## src/rtl/core/firdf_pkg.sv

```systemverilog
// ----------------------------------------------------------------------------
// FIR filter package
// Shared transfer types, item modes, register indexes and reset values.
// ----------------------------------------------------------------------------
package firdf_pkg;

  localparam int SAMPLE_W = 16;

  localparam logic [1:0] MODE_FILTER = 2'd0;
  localparam logic [1:0] MODE_LOAD   = 2'd1;
  localparam logic [1:0] MODE_CLEAR  = 2'd2;

  localparam logic REG_TAP_COUNT = 1'b0;
  localparam logic REG_FAULT     = 1'b1;

  localparam logic [6:0] TAP_COUNT_RESET = 7'd64;

  typedef struct packed {
    logic [1:0]                 mode;
    logic signed [SAMPLE_W-1:0] sample;
    logic [5:0]                 tap_index;
    logic signed [SAMPLE_W-1:0] coefficient;
  } item_t;

  typedef struct packed {
    logic signed [SAMPLE_W-1:0] filtered;
    logic                       clipped;
  } result_t;

  typedef struct packed {
    logic valid;
    logic first;
    logic last;
  } mac_ctl_t;

endpackage

```

## src/rtl/core/firdf_ram.sv

```systemverilog
// ----------------------------------------------------------------------------
// Generic RAM
// One write port, one read port, registered read data.
// ----------------------------------------------------------------------------
module firdf_ram #(
  parameter int WIDTH = 16,
  parameter int DEPTH = 64
) (
  input  logic                     clk,
  input  logic                     we,
  input  logic [$clog2(DEPTH)-1:0] waddr,
  input  logic [WIDTH-1:0]         wdata,
  input  logic [$clog2(DEPTH)-1:0] raddr,
  output logic [WIDTH-1:0]         rdata
);

  logic [WIDTH-1:0] mem [DEPTH];

  always_ff @(posedge clk) begin
    if (we) begin
      mem[waddr] <= wdata;
    end
    rdata <= mem[raddr];
  end

endmodule

```

## src/rtl/core/firdf_mac.sv

```systemverilog
// ----------------------------------------------------------------------------
// FIR multiply-accumulate
// Registered product, accumulator, then rounding and saturation to 16 bits.
// ----------------------------------------------------------------------------
module firdf_mac #(
  parameter int ACC_W     = 39,
  parameter int FRAC_BITS = 15
) (
  input  logic                                 clk,
  input  logic                                 rst,
  input  firdf_pkg::mac_ctl_t                  ctl,
  input  logic signed [firdf_pkg::SAMPLE_W-1:0] tap,
  input  logic signed [firdf_pkg::SAMPLE_W-1:0] coef,
  output logic                                 done,
  output firdf_pkg::result_t                   res
);

  localparam int PROD_W = 2 * firdf_pkg::SAMPLE_W;
  localparam logic signed [ACC_W-1:0] ROUND  = ACC_W'(1) <<< (FRAC_BITS - 1);
  localparam logic signed [ACC_W-1:0] SAT_HI = ACC_W'(32767);
  localparam logic signed [ACC_W-1:0] SAT_LO = ACC_W'(-32768);

  logic signed [PROD_W-1:0] prod;
  logic                     p_valid;
  logic                     p_first;
  logic                     p_last;
  logic signed [ACC_W-1:0]  acc;
  logic                     a_done;
  logic signed [ACC_W-1:0]  rounded;
  logic signed [ACC_W-1:0]  shifted;

  always_ff @(posedge clk) begin
    if (rst) begin
      p_valid <= 1'b0;
      a_done  <= 1'b0;
      done    <= 1'b0;
    end else begin
      p_valid <= ctl.valid;
      a_done  <= p_valid && p_last;
      done    <= a_done;
    end
    p_first <= ctl.first;
    p_last  <= ctl.last;
    prod    <= tap * coef;
    if (p_valid) begin
      acc <= p_first ? ACC_W'(prod) : acc + ACC_W'(prod);
    end
    if (a_done) begin
      if (shifted > SAT_HI) begin
        res.filtered <= 16'sh7fff;
        res.clipped  <= 1'b1;
      end else if (shifted < SAT_LO) begin
        res.filtered <= 16'sh8000;
        res.clipped  <= 1'b1;
      end else begin
        res.filtered <= shifted[firdf_pkg::SAMPLE_W-1:0];
        res.clipped  <= 1'b0;
      end
    end
  end

  assign rounded = acc + ROUND;
  assign shifted = rounded >>> FRAC_BITS;

endmodule

```

## src/rtl/core/fir_filter_direct_form_unit.sv

```systemverilog
// ----------------------------------------------------------------------------
// Direct-form FIR filter
// Delay line and coefficient table in RAM, one shared MAC, APB registers.
// ----------------------------------------------------------------------------
// For a filter item (mode 0) the sequencer walks the n active taps once,
// newest last, reading the old sample and coefficient, writing the shifted
// sample back and feeding one multiply-accumulate per cycle. After reset both
// RAMs are swept to zero before the first item is taken; register writes are
// accepted throughout. The result register lets the next item enter while a
// result waits for its transfer.
module fir_filter_direct_form_unit #(
  parameter int MAX_TAPS       = 64,
  parameter int COEF_FRAC_BITS = 15
) (
  input  logic               clk,
  input  logic               rst,
  input  logic               psel,
  input  logic               penable,
  input  logic               pwrite,
  input  logic [2:0]         paddr,
  input  logic [31:0]        pwdata,
  output logic [31:0]        prdata,
  output logic               pready,
  input  logic               item_valid,
  output logic               item_ready,
  input  firdf_pkg::item_t   item,
  output logic               result_valid,
  input  logic               result_ready,
  output firdf_pkg::result_t result
);

  localparam int AW    = $clog2(MAX_TAPS);
  localparam int ACC_W = 2 * firdf_pkg::SAMPLE_W + AW + 1;
  localparam int SW    = firdf_pkg::SAMPLE_W;

  localparam logic [2:0] ST_INIT  = 3'd0;
  localparam logic [2:0] ST_IDLE  = 3'd1;
  localparam logic [2:0] ST_CLEAR = 3'd2;
  localparam logic [2:0] ST_RUN   = 3'd3;
  localparam logic [2:0] ST_WAIT  = 3'd4;
  localparam logic [2:0] ST_EMIT  = 3'd5;

  localparam logic [AW-1:0] LAST_ADDR = AW'(MAX_TAPS - 1);

  logic [2:0]          state;
  logic [6:0]          tap_count;
  logic                fault;
  logic [AW-1:0]       sweep;
  logic [AW-1:0]       run_idx;
  logic [AW-1:0]       tap_last;
  logic signed [SW-1:0] sample_q;
  logic                emit_zero;
  logic                s1_valid;
  logic                s1_first;
  logic [AW-1:0]       s1_idx;

  logic                cfg_wr;
  logic                item_take;
  logic                coef_ok;

  logic                dl_we;
  logic [AW-1:0]       dl_waddr;
  logic [SW-1:0]       dl_wdata;
  logic [AW-1:0]       dl_raddr;
  logic [SW-1:0]       dl_rdata;
  logic                cf_we;
  logic [AW-1:0]       cf_waddr;
  logic [SW-1:0]       cf_wdata;
  logic [SW-1:0]       cf_rdata;

  logic signed [SW-1:0] tap_val;
  firdf_pkg::mac_ctl_t  mac_ctl;
  logic                 mac_done;
  firdf_pkg::result_t   mac_res;

  // Register port
  assign pready = 1'b1;
  assign cfg_wr = psel && penable && pwrite;
  assign prdata = (paddr[2] == firdf_pkg::REG_FAULT) ? {31'd0, fault} : {25'd0, tap_count};

  always_ff @(posedge clk) begin
    if (rst) begin
      tap_count <= firdf_pkg::TAP_COUNT_RESET;
      fault     <= 1'b0;
    end else if (cfg_wr) begin
      if (paddr[2] == firdf_pkg::REG_FAULT) begin
        fault <= pwdata[0];
      end else begin
        tap_count <= pwdata[6:0];
      end
    end
  end

  // Highest active tap index
  always_comb begin
    if (tap_count == 7'd0) begin
      tap_last = '0;
    end else if (32'(tap_count) > 32'(MAX_TAPS)) begin
      tap_last = LAST_ADDR;
    end else begin
      tap_last = AW'(tap_count - 7'd1);
    end
  end

  assign item_ready = (state == ST_IDLE);
  assign item_take  = item_valid && item_ready;
  assign coef_ok    = 32'(item.tap_index) < 32'(MAX_TAPS);

  // Sequencer
  always_ff @(posedge clk) begin
    if (rst) begin
      state        <= ST_INIT;
      sweep        <= '0;
      s1_valid     <= 1'b0;
      result_valid <= 1'b0;
    end else begin
      s1_valid <= (state == ST_RUN);
      if (state == ST_EMIT && (!result_valid || result_ready)) begin
        result_valid <= 1'b1;
      end else if (result_valid && result_ready) begin
        result_valid <= 1'b0;
      end
      unique case (state)
        ST_INIT, ST_CLEAR: begin
          if (sweep == LAST_ADDR) begin
            sweep <= '0;
            state <= ST_IDLE;
          end else begin
            sweep <= sweep + AW'(1);
          end
        end
        ST_IDLE: begin
          if (item_take) begin
            priority if (item.mode == firdf_pkg::MODE_FILTER) begin
              state <= fault ? ST_EMIT : ST_RUN;
            end else if (item.mode == firdf_pkg::MODE_CLEAR && !fault) begin
              state <= ST_CLEAR;
            end else begin
              state <= ST_IDLE;
            end
          end
        end
        ST_RUN: begin
          if (run_idx == '0) begin
            state <= ST_WAIT;
          end
        end
        ST_WAIT: begin
          if (mac_done) begin
            state <= ST_EMIT;
          end
        end
        ST_EMIT: begin
          if (!result_valid || result_ready) begin
            state <= ST_IDLE;
          end
        end
        default: begin
          state <= ST_IDLE;
        end
      endcase
    end
  end

  always_ff @(posedge clk) begin
    if (item_take) begin
      sample_q  <= item.sample;
      emit_zero <= fault;
      run_idx   <= tap_last;
    end else if (state == ST_RUN) begin
      run_idx <= run_idx - AW'(1);
    end
    s1_idx   <= run_idx;
    s1_first <= (run_idx == tap_last);
    if (state == ST_EMIT && (!result_valid || result_ready)) begin
      result <= emit_zero ? '0 : mac_res;
    end
  end

  // Delay line: tap i takes the old tap i-1, tap 0 the new sample
  assign tap_val  = (s1_idx == '0) ? sample_q : dl_rdata;
  assign dl_raddr = run_idx - AW'(1);

  always_comb begin
    if (state == ST_INIT || state == ST_CLEAR) begin
      dl_we    = 1'b1;
      dl_waddr = sweep;
      dl_wdata = '0;
    end else begin
      dl_we    = s1_valid;
      dl_waddr = s1_idx;
      dl_wdata = tap_val;
    end
  end

  always_comb begin
    if (state == ST_INIT) begin
      cf_we    = 1'b1;
      cf_waddr = sweep;
      cf_wdata = '0;
    end else begin
      cf_we    = item_take && item.mode == firdf_pkg::MODE_LOAD && coef_ok;
      cf_waddr = AW'(item.tap_index);
      cf_wdata = item.coefficient;
    end
  end

  firdf_ram #(
    .WIDTH (SW),
    .DEPTH (MAX_TAPS)
  ) u_delay_ram (
    .clk   (clk),
    .we    (dl_we),
    .waddr (dl_waddr),
    .wdata (dl_wdata),
    .raddr (dl_raddr),
    .rdata (dl_rdata)
  );

  firdf_ram #(
    .WIDTH (SW),
    .DEPTH (MAX_TAPS)
  ) u_coef_ram (
    .clk   (clk),
    .we    (cf_we),
    .waddr (cf_waddr),
    .wdata (cf_wdata),
    .raddr (run_idx),
    .rdata (cf_rdata)
  );

  assign mac_ctl.valid = s1_valid;
  assign mac_ctl.first = s1_first;
  assign mac_ctl.last  = (s1_idx == '0);

  firdf_mac #(
    .ACC_W     (ACC_W),
    .FRAC_BITS (COEF_FRAC_BITS)
  ) u_mac (
    .clk  (clk),
    .rst  (rst),
    .ctl  (mac_ctl),
    .tap  (tap_val),
    .coef (cf_rdata),
    .done (mac_done),
    .res  (mac_res)
  );

`ifndef NO_ASSERTIONS
  a_done_in_wait: assert property (@(posedge clk) disable iff (rst)
    mac_done |-> state == ST_WAIT)
    else $error("MAC result outside wait state");

  a_idx_in_range: assert property (@(posedge clk) disable iff (rst)
    state == ST_RUN |-> run_idx <= tap_last)
    else $error("tap index beyond active taps");

  a_filter_starts: assert property (@(posedge clk) disable iff (rst)
    item_take && item.mode == firdf_pkg::MODE_FILTER && !fault |=> state == ST_RUN)
    else $error("filter item did not start the tap walk");
`endif

endmodule

```

## config.mk

```make
export PLATFORM = sky130hd
export DESIGN_NAME = fir_filter_direct_form_unit
export DESIGN_NICKNAME = d
export VERILOG_FILES = /design/src/rtl/core/firdf_pkg.sv /design/src/rtl/core/firdf_ram.sv /design/src/rtl/core/firdf_mac.sv /design/src/rtl/core/fir_filter_direct_form_unit.sv
export SDC_FILE = /design/constraint.sdc
export NUM_CORES = 2
export LEC_CHECK = 0
export BUFFER_PORTS_ARGS = -buffer_cell sky130_fd_sc_hd__clkbuf_2
export CORE_UTILIZATION = 60
export DETAILED_ROUTE_END_ITERATION = 12
export PLACE_DENSITY = 0.85
export SLEW_MARGIN = 5
export SYNTH_ARGS = -nofsm -noshare
export SYNTH_HDL_FRONTEND = slang
export SYNTH_HIERARCHICAL = 1
export SYNTH_SLANG_ARGS = --single-unit
```

## constraint.sdc

```tcl
create_clock -name clk -period 9.5 [get_ports clk]
set_input_delay 0.475 -clock clk [delete_from_list [all_inputs] [get_ports clk]]
set_output_delay 0.475 -clock clk [all_outputs]
set_load 0.05 [all_outputs]
```

==> reports/qor.csv <==
metric,value,unit
Tcrit/Tclk final,86.61,%
mean area per synthesized cell,17.32,sq um
setup tns final,0,ns
antenna violations before repair,17,
non-filler cells in the finished layout,8243,
H-tree levels,4,
synthesized flop and latch total,2239,
global-route layer with the greatest usage,met2,
Final Cell Area,0.1087,sq mm
std cell rows,148,
relative contribution of the clock network to total power,41.1,%
clk root buf,sky130_fd_sc_hd__clkbuf_16,
post-synthesis simple-gate area fraction,5.465,%
layout overhead on the synthesized area,9.924,%
required time of the critical path,10.23,ns
Max transition margin,5.814,%
Slowest cell on crit path,sky130_fd_sc_hd__fa_1,
logic depth of the worst setup path including buffers,26,
largest net degree at the start of global routing,116,
number of hold-slack violations in the final timing report,0,
met2 capacity usage during global routing,48.39,%
Synth async-reset ratio,0,%
remaining number of nets flagged by the antenna check after routing,0,
number of port buffers,80,
CP most frequent cell,sky130_fd_sc_hd__fa_1,
setup repair after global routing missed its margin,false,
class of the tightest hold or removal check,in2reg,
dpl cells,7824,
Hold Path Depth,5,
CTS Sinks,2239,
Combinational Power Share,5.3,%
post-route total power,20.24,mW
Critical path origin,s1_idx[1],
total routing usage reported by global routing,30.08,%
Layout Skew,0.1035,ns
number of max-capacitance violations reported,0,
ratio of cells with drive above 1 in the final layout,18.89,%
final period demand of the worst path,8.228,ns
largest family of logic cells by synthesized area,multiplexers,
Internal Pwr Total,15.75,mW
switching share of power,22.21,%
worst hold slack,0.05944,ns
placed wire-length estimate,139900,microns
buffer depth of the longest clock path,3,
LEAKAGE,37.73,nW
grt met3 use,6.920,%
crit-path leading delay family,adder cells,
wire length of the first global-routing pass,368100,microns
type of the worst setup path,reg2reg,
P_sw,4.495,mW
total grt overflow,0,
area of the mapped netlist,0.09892,sq mm
maximum clock frequency,121.5,MHz
top fanout value on the critical path,17,
"EDFF count, synth",2144,
outcome,finished clean,
least setup slack across all paths after layout,1.272,ns
count of different cell masters after synthesis,94,
multiplexer fraction of the synthesized cell area,12.79,%
Power per Cell Area,186.2,mW/mm^2
Post-layout nets,6356,
most common library cell in the layout ignoring fill and taps,sky130_fd_sc_hd__edfxtp_1,
R2R Path Start,s1_idx[1],
count of routing violations after the opening detailed-route iteration,8217,
via count of the first global-routing pass,56350,
Worst path max stage delay,0.56,ns
vias per std cell,6.729,
worst setup slack before clock tree synthesis,1.387,ns
most frequent cells in the layout,"sky130_fd_sc_hd__edfxtp_1 (2144), sky130_fd_sc_hd__mux4_2 (440), sky130_fd_sc_hd__nand2_1 (392), sky130_fd_sc_hd__inv_1 (344), sky130_fd_sc_hd__fa_1 (263)",
CTS tree,yes,
number of pins exceeding their max-slew limit in the final report,0,
total via count after detailed routing,55470,
routed length per placed instance,30.31,microns
final number of setup-violating endpoints,0,
die extent in x,408.0,microns
cts bufs inserted,206,
kind of start point of the critical path,flip-flop,
number of resized instances in the post-cts repair step,0,
leading register cell type out of synthesis,sky130_fd_sc_hd__edfxtp_1,
buffers inserted during post-CTS setup optimization,0,
met1 track demand over resource in global routing,39.46,%
adder-cell area share of the yosys netlist,6.926,%
Yosys warnings,6,
placed cell areas,0.1016,sq mm
Final GP Congestion,0.9066,
number of placed I/O pins,134,
Initial Utilization,60.64,%
Synth Area in XOR/XNOR,0.8411,%
Final Routed Wirelength,249900,microns
worst hold start,item[39],
maximum vdd ir drop,0.0002199,V
die outline height,408.0,microns
First-pass DRT Iterations,6,
die footprint,0.1665,sq mm
compound-gate portion of the synthesized area,3.682,%
sequential power share,53.6,%
CP endpoint kind,flip-flop,
sequential share of the synthesized area,67.00,%
instance count of the mapped netlist,5713,
DRC errors left,0,
Post-Route Utilization,66.65,%
core box area,0.1631,sq mm
fill cell total of the finished layout,9802,
buffering stage count on the worst path with inverters included,6,
slew at the pin with the worst max-slew slack,1.408,ns
clock latency on the worst-skew pair,0.90,ns
data arrival time at the worst-slack endpoint,8.95,ns
clock-pin slew reported for the worst setup and hold paths after clock tree synthesis,0.07,ns
Worst Reg-to-Reg Cells,26,
[power by group through the flow]
stage	sequential, mW	combinational (mW)	clock [mW]
floorplan	11.0	0.816	0
global placement	11.1	0.991	0
detailed placement	11.1	1.03	0
CTS	10.9	1.05	8.38
global route	10.9	1.18	8.72
finish	10.9	1.07	8.32
[state kept, by name, indices dropped and copies added, names as in the netlist, 3 cells and up]
register           count
result                17
run_idx                6
s1_idx                 6
sample_q              16
state                  3
sweep                  6
tap_count              7
u_coef_ram/mem      1024
u_coef_ram/rdata      16
u_delay_ram/mem     1024
u_delay_ram/rdata     16
u_mac/acc             39
u_mac/prod            32
u_mac/res             17
[worst paths after layout]
kind         slack [ns]        endpoint
max                1.27  u_mac/prod[30]
min                0.06        state[0]
max reg2reg        1.27  u_mac/prod[30]
min reg2reg        0.33   u_mac/p_first
[cells in the mapped netlist (all sizes together) (10+ instances only)]
| cell type | number | area share [%] |
|---|---|---|
| a211o | 20 | 0.18 |
| a211oi | 27 | 0.21 |
| a21o | 19 | 0.14 |
| a21oi | 104 | 0.53 |
| a221o | 12 | 0.12 |
| a221oi | 36 | 0.33 |
| a22o | 12 | 0.11 |
| a22oi | 78 | 0.59 |
| a311oi | 18 | 0.16 |
| a31oi | 26 | 0.16 |
| a41oi | 10 | 0.089 |
| and2 | 142 | 0.90 |
| and3 | 15 | 0.096 |
| and4 | 14 | 0.13 |
| buf | 185 | 1.5 |
| clkbuf | 116 | 0.45 |
| dfxtp | 95 | 1.9 |
| edfxtp | 2144 | 65 |
| fa | 263 | 5.3 |
| ha | 126 | 1.6 |
| inv | 352 | 1.3 |
| mux2 | 64 | 0.73 |
| mux2i | 181 | 1.8 |
| mux4 | 448 | 10 |
| nand2 | 394 | 1.5 |
| nand2b | 19 | 0.12 |
| nand3 | 80 | 0.40 |
| nand4 | 35 | 0.22 |
| nor2 | 237 | 0.91 |
| nor2b | 106 | 0.67 |
| nor3 | 30 | 0.16 |
| o21a | 20 | 0.15 |
| o21ai | 100 | 0.51 |
| or3 | 13 | 0.082 |
| xnor2 | 55 | 0.49 |
| xor2 | 40 | 0.35 |
[layer usage]
metal	routed length, microns	part of all wire [%]
met1	84960	34
met2	121000	48
met3	31310	13
met4	12520	5.0
met5	48	0.019
[final cells by class]
class	count	area, sq um	share of cell area, %
Timing Repair Buffer	241	1727	1.588
Inverter	352	1334	1.227
Clock inverter	136	1470	1.352
Antenna cell	6	15.01	0.01381
Sequential cell	2239	66290	60.96
Multi-Input combinational cell	2845	29860	27.46
Clock buffer	249	5326	4.898
Tap cell	2175	2721	2.503
[timing repair]
item,CTS,global route
hold buffers,27,0
setup endpoints to repair,0,0
hold endpoints to repair,40,0
[worst reg2reg max path, stage by stage, from the launching register on]
cell and delay, ns:
sky130_fd_sc_hd__dfxtp_1 0.34, sky130_fd_sc_hd__nor4_1 0.36, sky130_fd_sc_hd__nand2_1 0.46, sky130_fd_sc_hd__inv_2 0.40
sky130_fd_sc_hd__nand2_1 0.15, sky130_fd_sc_hd__nand2_1 0.49, sky130_fd_sc_hd__nand2_1 0.22, sky130_fd_sc_hd__inv_1 0.18
sky130_fd_sc_hd__fa_1 0.47, sky130_fd_sc_hd__inv_1 0.22, sky130_fd_sc_hd__fa_1 0.42, sky130_fd_sc_hd__inv_1 0.08
sky130_fd_sc_hd__fa_1 0.46, sky130_fd_sc_hd__fa_1 0.48, sky130_fd_sc_hd__fa_1 0.56, sky130_fd_sc_hd__inv_1 0.06
sky130_fd_sc_hd__fa_1 0.52, sky130_fd_sc_hd__inv_1 0.04, sky130_fd_sc_hd__ha_1 0.33, sky130_fd_sc_hd__and3_1 0.19
sky130_fd_sc_hd__nand3_1 0.15, sky130_fd_sc_hd__a211o_1 0.34, sky130_fd_sc_hd__a311oi_1 0.45, sky130_fd_sc_hd__nor3_1 0.13
sky130_fd_sc_hd__o41ai_1 0.35, sky130_fd_sc_hd__a21oi_1 0.13, sky130_fd_sc_hd__xnor2_1 0.14
[logic make-up after synthesis]
group / Yosys count
compound gates: 528
xor+xnor: 95
fa+ha+maj: 390
buf+inv: 653
flops: 2239
mux: 693
other cells: 2
simple gates: 1113
Power figures use the tool's default switching activity.
